[config.mk]
export PLATFORM = sky130hd
export DESIGN_NAME = plrt_cell
export DESIGN_NICKNAME = d
export VERILOG_FILES = /design/src/rtl/plrt_pkg.sv /design/src/rtl/plrt_cell.sv
export SDC_FILE = /design/constraint.sdc
export NUM_CORES = 1
export LEC_CHECK = 0
export BUFFER_PORTS_ARGS = -buffer_cell sky130_fd_sc_hd__buf_2
export CAP_MARGIN = 10
export CORE_AREA = 2 2 280 282
export CTS_CLUSTER_SIZE = 14
export DETAILED_ROUTE_END_ITERATION = 10
export DIE_AREA = 0 0 282 284
export HOLD_SLACK_MARGIN = 0.05
export PLACE_DENSITY_LB_ADDON = 0.3
export SLEW_MARGIN = 20
export SYNTH_ARGS = -nofsm -noshare
export SYNTH_HDL_FRONTEND = slang
export SYNTH_SLANG_ARGS = --single-unit
[constraint.sdc]
create_clock -name clk -period 3.6 [get_ports clk]
set_clock_uncertainty 0.15 [all_clocks]
set_input_delay 0.18 -clock clk [delete_from_list [all_inputs] [get_ports clk]]
set_output_delay 0.18 -clock clk [all_outputs]
set_load 0.02 [all_outputs]
[src/rtl/plrt_pkg.sv]
`default_nettype none
// ----------------------------------------------------------------------------
// plrt_pkg
// Shared types and constants of the piecewise-linear RGBA transfer block.
// ----------------------------------------------------------------------------
package plrt_pkg;

    localparam int FRAC_W  = 16;
    localparam int COLOR_W = 48;
    localparam int CNT_W   = 5;
    localparam int BYTE_W  = 8;
    localparam int NUM_W   = 32;
    localparam int LANES   = 4;
    localparam int COLOR_LANES = 3;
    localparam int ALPHA_LANE  = 3;
    localparam int STEP_W      = 4;

    localparam logic [FRAC_W-1:0] FRAC_ONE   = 16'hFFFF;
    localparam logic [16:0]       BYTE_RECIP = 17'd65281;

    typedef enum logic [1:0] {
        OP_WRITE_COLOR   = 2'd0,
        OP_WRITE_OPACITY = 2'd1,
        OP_EVALUATE      = 2'd2
    } op_t;

    typedef enum logic [1:0] {
        CFG_PREMULTIPLY   = 2'd0,
        CFG_COLOR_COUNT   = 2'd1,
        CFG_OPACITY_COUNT = 2'd2
    } cfg_reg_t;

    typedef enum logic [2:0] {
        ST_IDLE,
        ST_SCAN,
        ST_LOAD,
        ST_DIVIDE,
        ST_PREMUL,
        ST_FOLD,
        ST_CORRECT,
        ST_EMIT
    } state_t;

    typedef struct packed {
        logic               color_we;
        logic               opacity_we;
        logic [3:0]         index;
        logic [FRAC_W-1:0]  position;
        logic [COLOR_W-1:0] color;
        logic [FRAC_W-1:0]  opacity;
    } point_write_t;

    typedef struct packed {
        logic               lock;
        logic               found;
        logic               direct;
        logic [FRAC_W-1:0]  s0;
        logic [FRAC_W-1:0]  s1;
        logic [FRAC_W-1:0]  prev_s;
        logic [COLOR_W-1:0] v0;
        logic [COLOR_W-1:0] v1;
        logic [COLOR_W-1:0] prev_v;
    } color_sel_t;

    typedef struct packed {
        logic              lock;
        logic              found;
        logic              direct;
        logic [FRAC_W-1:0] s0;
        logic [FRAC_W-1:0] s1;
        logic [FRAC_W-1:0] prev_s;
        logic [FRAC_W-1:0] v0;
        logic [FRAC_W-1:0] v1;
        logic [FRAC_W-1:0] prev_v;
    } opac_sel_t;

    typedef struct packed {
        logic [FRAC_W-1:0] t;
        color_sel_t        color;
        opac_sel_t         opac;
    } token_t;

    typedef logic [LANES-1:0][NUM_W-1:0]  lane_num_t;
    typedef logic [LANES-1:0][FRAC_W-1:0] lane_frac_t;
    typedef logic [LANES-1:0][BYTE_W-1:0] lane_byte_t;

endpackage
`default_nettype wire

[src/rtl/plrt_cell.sv]
`default_nettype none
// ----------------------------------------------------------------------------
// plrt_cell
// One control point slot of both ramps; refines the search token as it passes.
// ----------------------------------------------------------------------------
module plrt_cell
    import plrt_pkg::*;
#(
    parameter int IDX_W      = 4,
    parameter int CELL_INDEX = 0
)
(
    input  wire logic             clk,
    input  wire logic             rst_n,
    input  wire point_write_t     wr,
    input  wire logic [IDX_W-1:0] last_color,
    input  wire logic [IDX_W-1:0] last_opac,
    input  wire logic             tok_valid_in,
    input  wire token_t           tok_in,
    output logic                  tok_valid_out,
    output token_t                tok_out
);

    localparam int  WI    = (IDX_W > 4) ? IDX_W : 4;
    localparam bit  FIRST = (CELL_INDEX == 0);

    logic [FRAC_W-1:0]  cpos_reg;
    logic [COLOR_W-1:0] cval_reg;
    logic [FRAC_W-1:0]  opos_reg;
    logic [FRAC_W-1:0]  oval_reg;
    logic               tok_valid_reg;
    token_t             tok_reg;
    token_t             tok_next;
    logic               hit;
    logic               c_active;
    logic               o_active;
    logic               c_last;
    logic               o_last;

    assign hit      = (WI'(wr.index) == WI'(CELL_INDEX));
    assign c_last   = (last_color == IDX_W'(CELL_INDEX));
    assign o_last   = (last_opac == IDX_W'(CELL_INDEX));
    assign c_active = !tok_in.color.lock && (IDX_W'(CELL_INDEX) <= last_color);
    assign o_active = !tok_in.opac.lock && (IDX_W'(CELL_INDEX) <= last_opac);

    always_ff @(posedge clk)
    begin
        if (wr.color_we && hit)
        begin
            cpos_reg <= wr.position;
            cval_reg <= wr.color;
        end
        if (wr.opacity_we && hit)
        begin
            opos_reg <= wr.position;
            oval_reg <= wr.opacity;
        end
    end

    // A point at the ramp ends locks the result; otherwise the first point
    // at or above t closes the interpolation interval.
    always_comb
    begin
        tok_next              = tok_in;
        tok_next.color.prev_s = cpos_reg;
        tok_next.color.prev_v = cval_reg;
        tok_next.opac.prev_s  = opos_reg;
        tok_next.opac.prev_v  = oval_reg;

        if (c_active)
        begin
            if ((FIRST && tok_in.t <= cpos_reg) || (c_last && tok_in.t >= cpos_reg))
            begin
                tok_next.color.lock   = 1'b1;
                tok_next.color.direct = 1'b1;
                tok_next.color.v1     = cval_reg;
            end
            else if (!FIRST && !tok_in.color.found && tok_in.t <= cpos_reg)
            begin
                tok_next.color.found  = 1'b1;
                tok_next.color.direct = 1'b0;
                tok_next.color.s0     = tok_in.color.prev_s;
                tok_next.color.v0     = tok_in.color.prev_v;
                tok_next.color.s1     = cpos_reg;
                tok_next.color.v1     = cval_reg;
            end
        end

        if (o_active)
        begin
            if ((FIRST && tok_in.t <= opos_reg) || (o_last && tok_in.t >= opos_reg))
            begin
                tok_next.opac.lock   = 1'b1;
                tok_next.opac.direct = 1'b1;
                tok_next.opac.v1     = oval_reg;
            end
            else if (!FIRST && !tok_in.opac.found && tok_in.t <= opos_reg)
            begin
                tok_next.opac.found  = 1'b1;
                tok_next.opac.direct = 1'b0;
                tok_next.opac.s0     = tok_in.opac.prev_s;
                tok_next.opac.v0     = tok_in.opac.prev_v;
                tok_next.opac.s1     = opos_reg;
                tok_next.opac.v1     = oval_reg;
            end
        end
    end

    always_ff @(posedge clk or negedge rst_n)
    begin
        if (!rst_n)
        begin
            tok_valid_reg <= 1'b0;
        end
        else
        begin
            tok_valid_reg <= tok_valid_in;
        end
    end

    always_ff @(posedge clk)
    begin
        tok_reg <= tok_next;
    end

    assign tok_valid_out = tok_valid_reg;
    assign tok_out       = tok_reg;

endmodule
`default_nettype wire

==> run metrics <==
status=completed; Buffers & Inverters on Critical Path=4; setup violators final=0; Final Critical Period=3.23 ns; first-pass GRT wire length=55.0 mm; slowest cell delay on critical path=0.55 ns; CTS root buf=clkbuf_16; DR iter-0 viols=about 170; Slew Limit Fails=0; Arr. time, crit path=roughly 3.5 ns; vias=between 8000 and 9000; main area contributors after synthesis=dfxtp_1, edfxtp_1, mux2_2, ha_1, mux2_4; VDD IR-drop max=~0.00034 V; clock buffer depth=3; cells after synthesis=606; Slew Limit Headroom=41.1%; multi-input logic area=1570 um2; vias in the first global route=roughly 9400; die area=80100 um2; Yosys reg bits=407; Detailed Route WL=38.6 mm; EDFF count, synth=96; Fin. Hold Viols=0; placed cells=2266; Final #Nets=about 2000; Max FO, Critical Path=20; worst slack, placed=0.541 ns; drt first pass iters=4; Final GP Congestion=0.782; P_leak=0.00884 uW; Mapped Area=10800 um2; initial antenna violation count=8; Synthesized Nets=1045; area grow syn2layout=83.7%; post-synthesis sequential area ratio=a little over four fifths; Crit Path Category=reg2reg; Core Box Area=77000 um2; PnR worst setup slack=0.368 ns; Non-Filler Instances=between 2000 and 3000; Register Area=9110 um2; RSZ-0062 raised after global routing=no; final setup TNS=0 ns; leading area contributor after synthesis=dfxtp_1; routed len/inst=14.5 um; largest net degree at the start of global routing=roughly 40; CTS tree=done; share of cells above drive strength 1=between 40% and 50%; vias per cell=3.18; CP required=about 3.9 ns; max reg flops=310; power per cell area=531 nW/um2; Initial Util=14.1%; # IOs=718; number of port buffers=621; HPWL after DPL=27.6 mm; Routed Antenna Nets=0; Die Y=around 280 um; width of the die=282 um; final instance area=19900 um2; HP Class=in2reg; Yosys warnings=0; synthesized area per cell=17.9 um2; synth unique cells=35; clk slew on worst S/H paths=0.06 ns; total CTS buffers=between 40 and 50; CP cell instances=inv_1, ha_1, nand4_1, nor4_1, buf_4, a21bo_2, a32oi_4, buf_12, nand2b_1, dlygate4sd3_1; fraction of registers with async set/reset=less than 1%; total gr overflow=0; Least-Margin Pin Slew=0.876 ns; Crit path max-delay family=buffers and inverters; detailed-route DRC error count=0; Total GRT Usage=9.18%; final core occ=roughly 26%; endpoint class of the critical path=register; f_max=309 MHz; Fillers=about 8000; share of the synthesized area in the top cell type=57.2%; later-pin clock latency in the skew report=0.56 ns; slowest stage cell on the critical path=dlygate4sd3_1; clock sinks=between 400 and 500; Startpoint Class=register; final worst-path cycle share=89.8%; CTS H-Tree Depth=2; Placement Cell Area=15300 um2; # Max-Cap Violations=0; FP Rows=about 100; Post-synth top flop=dfxtp_1
## cell type report
class	instances	share of cell area (%)
sequential	407	45.8
timing repair buffer	938	31.7
multi-input combinational	159	7.90
clock buffer	67	6.79
tap	1040	6.53
clock inverter	17	0.710
inverter	34	0.641
antenna	1	0.0126
## stage by stage
stage | hold WS (ns) | total power, uW
6_report | 0.0798 | 10600
3_3_place_gp | -0.195 | 5810
2_1_floorplan | -0.266 | 5390
3_5_place_dp | -0.194 | 5810
5_1_grt | 0.0614 | 11000
4_1_cts | 0.0501 | 10800
## routing by layer
metal  GRT usage, %  part of all wire [%]
met5              0                  0.19
met4           3.34                   3.1
met3           3.72                   9.3
met2           16.8                    51
met1           9.26                    37
## cells by family after synthesis
logic type / synth area share [%]
and+or+nand+nor: 1.79
adders and majority gates: 3.69
buffers and inverters: 1.57
AOI/OAI and AO/OA: 1.92
DFF: 84.1
muxes: 6.96
## repair_timing
action,in CTS,in global routing
resized for setup,0,0
hold buffers,312,0
hold endpoints to repair,312,0
setup buffers,0,0
## final timing paths
check	from	cells after the start	slack, ns	end
min	wr[85]	2	0.08	cpos_reg[2]
max in group asynchronous	rst_n	3	2.88	tok_valid_out
max reg2reg	cpos_reg[14]	10	0.37	tok_out[291]
min in group asynchronous	rst_n	3	0.32	tok_valid_out
max	cpos_reg[14]	10	0.37	tok_out[291]
min reg2reg	cval_reg[11]	0	0.21	tok_out[110]
## power breakdown
group	internal, uW	leakage (uW)	switching, uW
sequential	4870	0.00349	54.4
clock	2690	0.000732	1900
combinational	552	0.00461	509
## synthesized netlist by cell type (3+ instances only)
| master | number |
|---|---|
| o21ai_0 | 4 |
| nand4_1 | 4 |
| inv_1 | 34 |
| and2_1 | 3 |
| mux2_4 | 9 |
| nor4_1 | 5 |
| buf_2 | 4 |
| a21oi_1 | 10 |
| dfxtp_1 | 310 |
| edfxtp_1 | 96 |
| nand2_1 | 10 |
| ha_1 | 32 |
| nor3_1 | 4 |
| mux2_2 | 55 |
## worst reg2reg max path, delay by kind of cell, from the launching register on
kind | cells | cell delay [ns]
and+or+nand+nor | 3 | 0.67
AOI/OAI and AO/OA | 2 | 0.52
adders and majority gates | 1 | 0.34
DFF | 1 | 0.37
buffers and inverters | 4 | 1.06
## cells in the final DEF, fill, tap and decap left out, types with 4 or more instances in the layout
master	Yosys	routed
buf_2	4	621
clkinv_2	0	6
ha_1	32	32
nor4_1	5	5
clkbuf_1	0	11
mux2_4	9	9
o21ai_0	4	4
nor3_1	4	4
clkbuf_8	0	8
nand2_1	10	10
nand4_1	4	4
dlygate4sd3_1	0	312
clkbuf_16	0	48
edfxtp_1	96	96
dfxtp_1	310	310
a21oi_1	10	10
mux2_2	55	55
inv_1	34	34
Power figures use the tool's default switching activity.
