File: src/rtl/plrt_pkg.sv
`default_nettype none
// ----------------------------------------------------------------------------
// plrt_pkg
// Shared types and constants of the piecewise-linear RGBA transfer block.
// ----------------------------------------------------------------------------
package plrt_pkg;

    localparam int FRAC_W  = 16;
    localparam int COLOR_W = 48;
    localparam int CNT_W   = 5;
    localparam int BYTE_W  = 8;
    localparam int NUM_W   = 32;
    localparam int LANES   = 4;
    localparam int COLOR_LANES = 3;
    localparam int ALPHA_LANE  = 3;
    localparam int STEP_W      = 4;

    localparam logic [FRAC_W-1:0] FRAC_ONE   = 16'hFFFF;
    localparam logic [16:0]       BYTE_RECIP = 17'd65281;

    typedef enum logic [1:0] {
        OP_WRITE_COLOR   = 2'd0,
        OP_WRITE_OPACITY = 2'd1,
        OP_EVALUATE      = 2'd2
    } op_t;

    typedef enum logic [1:0] {
        CFG_PREMULTIPLY   = 2'd0,
        CFG_COLOR_COUNT   = 2'd1,
        CFG_OPACITY_COUNT = 2'd2
    } cfg_reg_t;

    typedef enum logic [2:0] {
        ST_IDLE,
        ST_SCAN,
        ST_LOAD,
        ST_DIVIDE,
        ST_PREMUL,
        ST_FOLD,
        ST_CORRECT,
        ST_EMIT
    } state_t;

    typedef struct packed {
        logic               color_we;
        logic               opacity_we;
        logic [3:0]         index;
        logic [FRAC_W-1:0]  position;
        logic [COLOR_W-1:0] color;
        logic [FRAC_W-1:0]  opacity;
    } point_write_t;

    typedef struct packed {
        logic               lock;
        logic               found;
        logic               direct;
        logic [FRAC_W-1:0]  s0;
        logic [FRAC_W-1:0]  s1;
        logic [FRAC_W-1:0]  prev_s;
        logic [COLOR_W-1:0] v0;
        logic [COLOR_W-1:0] v1;
        logic [COLOR_W-1:0] prev_v;
    } color_sel_t;

    typedef struct packed {
        logic              lock;
        logic              found;
        logic              direct;
        logic [FRAC_W-1:0] s0;
        logic [FRAC_W-1:0] s1;
        logic [FRAC_W-1:0] prev_s;
        logic [FRAC_W-1:0] v0;
        logic [FRAC_W-1:0] v1;
        logic [FRAC_W-1:0] prev_v;
    } opac_sel_t;

    typedef struct packed {
        logic [FRAC_W-1:0] t;
        color_sel_t        color;
        opac_sel_t         opac;
    } token_t;

    typedef logic [LANES-1:0][NUM_W-1:0]  lane_num_t;
    typedef logic [LANES-1:0][FRAC_W-1:0] lane_frac_t;
    typedef logic [LANES-1:0][BYTE_W-1:0] lane_byte_t;

endpackage
`default_nettype wire

File: src/rtl/plrt_divider.sv
`default_nettype none
// ----------------------------------------------------------------------------
// plrt_divider
// Four-lane restoring divider, one quotient bit per lane each cycle.
// ----------------------------------------------------------------------------
module plrt_divider
    import plrt_pkg::*;
(
    input  wire logic       clk,
    input  wire logic       rst_n,
    input  wire logic       start,
    input  wire lane_num_t  num,
    input  wire lane_frac_t den,
    output logic            done,
    output lane_frac_t      quot
);

    logic              busy_reg;
    logic              done_reg;
    logic [STEP_W-1:0] count_reg;
    lane_frac_t        rem_reg;
    lane_frac_t        quo_reg;
    lane_frac_t        rem_next;
    lane_frac_t        quo_next;

    // The quotient fits in a fraction, so the upper half of the dividend
    // starts below the divisor.
    always_comb
    begin
        logic [FRAC_W:0] sh;
        logic            ge;
        for (int l = 0; l < LANES; l++)
        begin
            sh          = {rem_reg[l], quo_reg[l][FRAC_W-1]};
            ge          = (sh >= {1'b0, den[l]});
            rem_next[l] = ge ? FRAC_W'(sh - {1'b0, den[l]}) : sh[FRAC_W-1:0];
            quo_next[l] = {quo_reg[l][FRAC_W-2:0], ge};
        end
    end

    always_ff @(posedge clk or negedge rst_n)
    begin
        if (!rst_n)
        begin
            busy_reg  <= 1'b0;
            done_reg  <= 1'b0;
            count_reg <= '0;
        end
        else
        begin
            done_reg <= busy_reg && (count_reg == {STEP_W{1'b1}});
            if (start)
            begin
                busy_reg  <= 1'b1;
                count_reg <= '0;
            end
            else if (busy_reg)
            begin
                count_reg <= count_reg + STEP_W'(1);
                if (count_reg == {STEP_W{1'b1}})
                begin
                    busy_reg <= 1'b0;
                end
            end
        end
    end

    always_ff @(posedge clk)
    begin
        if (start)
        begin
            for (int l = 0; l < LANES; l++)
            begin
                rem_reg[l] <= num[l][NUM_W-1:FRAC_W];
                quo_reg[l] <= num[l][FRAC_W-1:0];
            end
        end
        else if (busy_reg)
        begin
            rem_reg <= rem_next;
            quo_reg <= quo_next;
        end
    end

    assign done = done_reg;
    assign quot = quo_reg;

endmodule
`default_nettype wire
File: config.mk
export PLATFORM = sky130hd
export DESIGN_NAME = plrt_divider
export DESIGN_NICKNAME = d
export VERILOG_FILES = /design/src/rtl/plrt_pkg.sv /design/src/rtl/plrt_divider.sv
export SDC_FILE = /design/constraint.sdc
export NUM_CORES = 1
export LEC_CHECK = 0
export ABC_AREA = 1
export BUFFER_PORTS_ARGS = -buffer_cell sky130_fd_sc_hd__clkbuf_2
export CAP_MARGIN = 5
export CORE_MARGIN = 4
export CORE_UTILIZATION = 35
export CTS_CLUSTER_DIAMETER = 200
export DETAILED_ROUTE_END_ITERATION = 10
export SYNTH_ARGS = -nofsm -noshare
export SYNTH_HDL_FRONTEND = slang
export SYNTH_SLANG_ARGS = --single-unit
File: constraint.sdc
create_clock -name clk -period 9.85 [get_ports clk]
set_clock_uncertainty 0.05 [all_clocks]
set_input_delay 1.97 -clock clk [delete_from_list [all_inputs] [get_ports clk]]
set_output_delay 1.97 -clock clk [all_outputs]
set_load 0.01 [all_outputs]
==> results.txt, run 1 <==
Main flop type after synthesis = edfxtp_1
R2r startpoint = rem_reg[42]
CTS tree = built
Global-route wire length before repair = 51600 µm
Rows = 64
Ys Warns = 0
Fmax = 223 MHz
Yosys reg bits = 134
Top Family by Delay on Critical Path = buffers and inverters
Post-Syn Nets = 1851
Crit-path slowest cell = buf_4
RSZ-0062 raised after global routing = false
Actual slew at the worst max-slew pin = 1.12 ns
Origin of the worst setup path = start
Crit path DAT = 4.48 ns
P&R area growth vs syn = 19.4%
Drt first pass iters = 5
Worst Path Buf+Inv = 3
Worst path max stage delay = 0.94 ns
Pin count of the biggest net entering global routing = 91
Resized Gates After CTS = 0
Fill cell count = 3298
H-tree Lvls = 4
Setup TNS = 0 ns
Crit path capture type = flop
P_leak = 7.32 nW
Req. time, crit path = 9.85 ns
Vias = 10600
Initial antenna violation count = 1
Global placement routability congestion = 0.916
Core area = 30700 µm²
Critical path's most frequent cell = buf_4
Sequential area share after synthesis = 0.364
Crit share post-route = 0.455
Setup violations, final = 0
Clk_lat worst skew = 0.43 ns
Vias/cell = 4.72
Clock-pin slew on the worst setup and hold paths = 0.06 ns
Post-synth cell types = 39
Antenna cells = 0
GRT Resource Usage Total = 0.188
Hold-fix buffers, CTS = 0
Max-cap viol count = 0
Setup CP Type = primary input to flop
Mapped Cells = 1587
Critical path, cell by cell = buf_4, inv_4, nand2_4, buf_4
Main area contributors after synthesis = edfxtp_1 (35%), nand2_1 (23%), inv_1 (8.5%)
DIE AREA = 34200 µm²
Final global-route overflow total = 0
Final #Nets = 2088
Hold Crit Start = count_reg[3]
I/O pin total = 260
Worst min-delay path category = flop to flop
Synthesized area = 11000 µm²
Share of the synthesized area in the top cell type = 0.351
Clock buffer depth = 2
DRT antenna net count = 0
Share of cells above drive strength 1 = 0.181
Max Slew Vio Count = 0
Largest area contributor in the netlist = edfxtp_1
Slew HR = 0.250
Placed wire-length estimate = 24700 µm
Ys async rst share = 0.0448
Port buffer count = 259
TritonCTS Buffers = 17
Power per cell area = 237 nW/µm²
Postcts setup bufs = 0
Clk sinks = 134
Horiz. Die Dim = 185 µm
Final min period = 4.48 ns
CP startpoint kind = primary input
Wirelength, routed = 32400 µm
Clk root buf = clkbuf_16
Maximum vdd drop = 0.0000920 V
Placed inst area = 12500 µm²
CP max FO = 82
DRT iter0 DRCs = 537
Final instance area = 13100 µm²
Avg Cell Area, Syn = 6.91 µm²
Outcome = complete, no violations
Vias in the first global route = 10300
Fin. Hold Viols = 0
Number of synthesized flops with an enable pin = 128
DRC violations left = 0
DR WL/cell = 14.5 µm
Initial core utilization = 0.356
Height of the die = 185 µm
cell families after synthesis:
family / Yosys count / synth area share
DFF: 134 / 0.364
and+or+nand+nor: 994 / 0.393
xor gates and xnor gates: 26 / 0.0208
adders and majority gates: 69 / 0.0815
AOI/OAI and AO/OA: 64 / 0.0305
buffers and inverters: 300 / 0.110
where the power goes:
group	total, mW	leakage, nW	internal, mW	switching [mW]
logic	1.59	5.60	0.599	0.990
registers	0.887	1.47	0.800	0.0877
clock network	0.622	0.258	0.328	0.294
layout by cell type (no fill, tap or decap), types with 3 or more instances in the layout:
cell type     n
nand2_1     671
clkbuf_2    258
inv_1       246
nand3_1     129
edfxtp_1    128
nor2_1       82
ha_1         65
nand3b_1     48
a21oi_1      35
xnor2_1      19
clkbuf_16    17
nand4_1      15
o21ai_1      14
nor3_1       11
nand2_2      10
inv_2         9
o21ai_0       8
xor2_1        7
dfrtp_1       6
nand3_2       5
and2_1        5
nand2_4       4
a31oi_1       4
fa_1          4
inv_6         4
clkinvlp_4    4
buf_4         4
clkinv_4      3
cells in the mapped netlist, types with 2 or more instances:
cell and number:
nand2_1 672, inv_1 247, nand3_1 129, edfxtp_1 128
nor2_1 82, ha_1 65, nand3b_1 48, a21oi_1 35
clkbuf_1 22, xnor2_1 19, nand4_1 15, o21ai_1 14
nor3_1 11, nand2_2 10, buf_2 9, inv_2 9
o21ai_0 8, buf_6 7, xor2_1 7, dfrtp_1 6
and2_1 5, nand3_2 5, a31oi_1 4, buf_1 4
fa_1 4, nand2_4 3, nor2_4 2, nor2_8 2
o21bai_1 2, or2_0 2, or2_1 2, or2_2 2
area by class of cell:
cell class              instances  area, µm²  area share
repair buffers                262       1320       0.101
clock inverters                15        123     0.00937
clock buffers                  17        425      0.0325
multi-input cells            1153       5770       0.441
inverters                     256        963      0.0736
flip-flops and latches        134       3990       0.305
well taps                     396        495      0.0379
final timing paths:
path                                 to  slack (ns)  depth (start not counted)
setup / recovery               quot[33]        5.37                          4
hold / removal             count_reg[3]        0.41                          1
setup reg to reg            rem_reg[42]        6.84                         12
hold reg to reg            count_reg[3]        0.41                          1
max in group asynchronous  count_reg[2]        8.29                          1
min in group asynchronous  count_reg[3]        1.31                          1
per-layer routing:
| layer | vias to the layer above | track usage | routed length [µm] |
|---|---|---|---|
| met5 | - | 0 | 8 |
| met4 | 2 | 0.0484 | 518 |
| met3 | 29 | 0.0463 | 2110 |
| met2 | 301 | 0.310 | 15000 |
| met1 | 4752 | 0.249 | 14800 |
| li1 | 5466 | - | - |
metrics by stage:
step	instances	util	worst slack, ns	hold WS [ns]	power [mW]
after floorplan	1587	-	4.09	0.383	2.12
after global placement	2201	0.408	4.86	0.403	2.46
after detailed placement	2201	0.408	4.84	0.406	2.48
after CTS	2233	0.426	5.29	0.415	3.12
after global routing	2233	0.426	5.11	0.437	3.40
final	2233	0.426	5.37	0.415	3.10
Power figures use the tool's default switching activity.
==> run 2, diff against run 1 <==
==> constraint.sdc (replaced) <==
create_clock -name clk -period 3.7 [get_ports clk]
set_clock_uncertainty 0.05 [all_clocks]
set_input_delay 0.74 -clock clk [delete_from_list [all_inputs] [get_ports clk]]
set_output_delay 0.74 -clock clk [all_outputs]
set_load 0.01 [all_outputs]
==> run 2 against run 1 <==
- utilization up 0.35 points
- cell count up 0.31%
- register-to-register slack worse by 5.8 ns
- hold slack worse by 0.33 ns
- highest routed layer unchanged
- sequential share of layout area down 0.25 points
- via count about the same
- clock power rose to 2.8 times the previous value
- global-route usage up 0.13 points
- total power rose to 2.7 times the previous value
- largest cell class unchanged
- largest power group unchanged
==> results.txt, run 2 (synthesis results as in run 1) <==
Outcome = complete, no violations
Slew HR = 0.523 (+0.272)
Placed wire-length estimate = 25200 µm (+1.9%)
TritonCTS Buffers = 17 (unchanged)
CTS tree = built
Fill cell count = 3237 (-1.8%)
Global placement routability congestion = 0.909 (-0.71%)
Pin count of the biggest net entering global routing = 66 (-27%)
Antenna cells = 0 (unchanged)
Actual slew at the worst max-slew pin = 0.716 ns (-0.408 ns)
Final global-route overflow total = 0 (unchanged)
GRT Resource Usage Total = 0.189 (+0.00132)
Worst min-delay path category = primary input to asynchronous set/reset pin
Fin. Hold Viols = 0 (unchanged)
Max-cap viol count = 0 (unchanged)
Req. time, crit path = 3.84 ns (-6.01 ns)
Fmax = 380 MHz
Commonest cells after routing, fill and taps aside = nand2_1 (671), clkbuf_2 (258), inv_1 (246)
Pre-CTS WS = 0.669 ns (-4.17 ns)
Critical path, cell by cell = ha_1, nand2_1, nor2_1, nand3_1, nand3_1, nand2_1, nand2_2, nand3_1, nand3_1, nand2_1
Crit-path slowest cell = nand2_2
Clk root buf = clkbuf_16
Power per cell area = 635 nW/µm² (+170%)
R2R cell count = 10 (-2)
Share of cells above drive strength 1 = 0.184 (+0.00365)
Crit path DAT = 2.77 ns (-1.71 ns)
Vias = 10600 (+0.038%)
Origin of the worst setup path = rem_reg[39]
Vias/cell = 4.71 (-0.27%)
Resized Gates After CTS = 0 (unchanged)
Port buffer count = 259 (unchanged)
Clk sinks = 134 (unchanged)
Critical path's most frequent cell = nand3_1
Maximum vdd drop = 0.000261 V (+180%)
Worst path max stage delay = 0.47 ns (-0.47 ns)
I/O pin total = 260 (unchanged)
Height of the die = 185 µm (unchanged)
CP startpoint kind = flop
DRT iter0 DRCs = 706 (+31%)
Initial core utilization = 0.356 (unchanged)
Drt first pass iters = 5 (unchanged)
Clock-pin slew on the worst setup and hold paths = 0.07 ns (about the same)
Max Slew Vio Count = 0 (unchanged)
Crit path capture type = flop
Wirelength, routed = 32700 µm (+0.64%)
Setup CP Type = flop to flop
P_leak = 7.38 nW (+0.81%)
Horiz. Die Dim = 185 µm (unchanged)
P&R area growth vs syn = 20.4%
Postcts setup bufs = 0 (unchanged)
FF-to-FF setup slack = 1.07 ns (-5.77 ns)
DIE AREA = 34200 µm² (unchanged)
RSZ-0062 raised after global routing = false
DRT antenna net count = 0 (unchanged)
Initial antenna violation count = 1 (unchanged)
Global-route wire length before repair = 52000 µm (+0.68%)
Clk_lat worst skew = 0.43 ns (about the same)
Commonest non-fill, non-tap cell in the layout = nand2_1
DR WL/cell = 14.6 µm (+0.33%)
Clock buffer depth = 2 (unchanged)
DRC violations left = 0 (unchanged)
Crit share post-route = 0.711
R2r startpoint = rem_reg[39]
Vias in the first global route = 10300 (-0.019%)
Setup WS post-layout = 1.07 ns (-4.30 ns)
Setup violations, final = 0 (unchanged)
Final min period = 2.63 ns
CP max FO = 23 (-72%)
Rows = 64 (unchanged)
Pwr Total = 8.38 mW (+170%)
Final #Nets = 2095 (+0.34%)
Core area = 30700 µm² (unchanged)
Post-Layout Cell Count = 2240 (+0.31%)
Inst Count DP = 2208 (+0.32%)
H-tree Lvls = 4 (unchanged)
Hold-fix buffers, CTS = 0 (unchanged)
Reg-to-reg endpoint = rem_reg[42]
Setup TNS = 0 ns (unchanged)
-- run 2: cell count changes in the layout (fill, tap and decap cells not counted) --
cell	change
inv_8	+1
nand2_4	-1
buf_4	+6
bufinv_16	+1
clkinvlp_4	-3
clkinv_1	-1
inv_6	+4
nand2_8	+1
buf_12	+1
clkinv_4	-2
-- run 2: worst max-delay path by stage --
stage                              to  slack [ns]  cells after the start
after floorplan               quot[0]        0.47                      4
after global placement    rem_reg[43]        0.72                     12
after detailed placement  rem_reg[41]        0.67                     12
after CTS                 rem_reg[44]        1.06                     10
after global routing      rem_reg[44]        0.81                     10
final                     rem_reg[42]        1.07                     10
-- run 2: where the power goes --
group	leakage (nW)	switching, mW	internal [mW]
Sequential	1.47	0.242	2.13
Combinational	5.63	2.65	1.61
Clock	0.286	0.789	0.957
Total	7.38	3.69	4.70
-- run 2: routing by layer --
metal  vias to the layer above  wire, µm  GRT usage
met2                       327     15300      0.318
met3                        25      2250     0.0436
met5                         -        13          0
met1                      4720     14700      0.250
li1                       5480         -          -
met4                         2       374     0.0414
-- run 2: per-stage QoR --
step	hold slack [ns]	area (µm²)	util
detailed placement	0.406	12600	0.410
global placement	0.403	12600	0.410
floorplan	0.383	11000	-
global route	0.0763	13200	0.429
CTS	0.0612	13200	0.429
finish	0.0833	13200	0.429
-- run 2: layout make-up --
class,count,area (µm²),share of cell area
Multi-Input combinational cell,1153,5780,0.438
Clock inverter,15,155,0.0118
Inverter,256,963,0.0730
Timing Repair Buffer,269,1390,0.105
Clock buffer,17,425,0.0322
Sequential cell,134,3990,0.303
Tap cell,396,495,0.0375
-- run 2: worst max-delay path, delay by kind of cell, from the launching register on --
family,cells,cell delay (ns)
fa+ha+maj,1,0.38
flops,1,0.42
simple gates,9,1.55
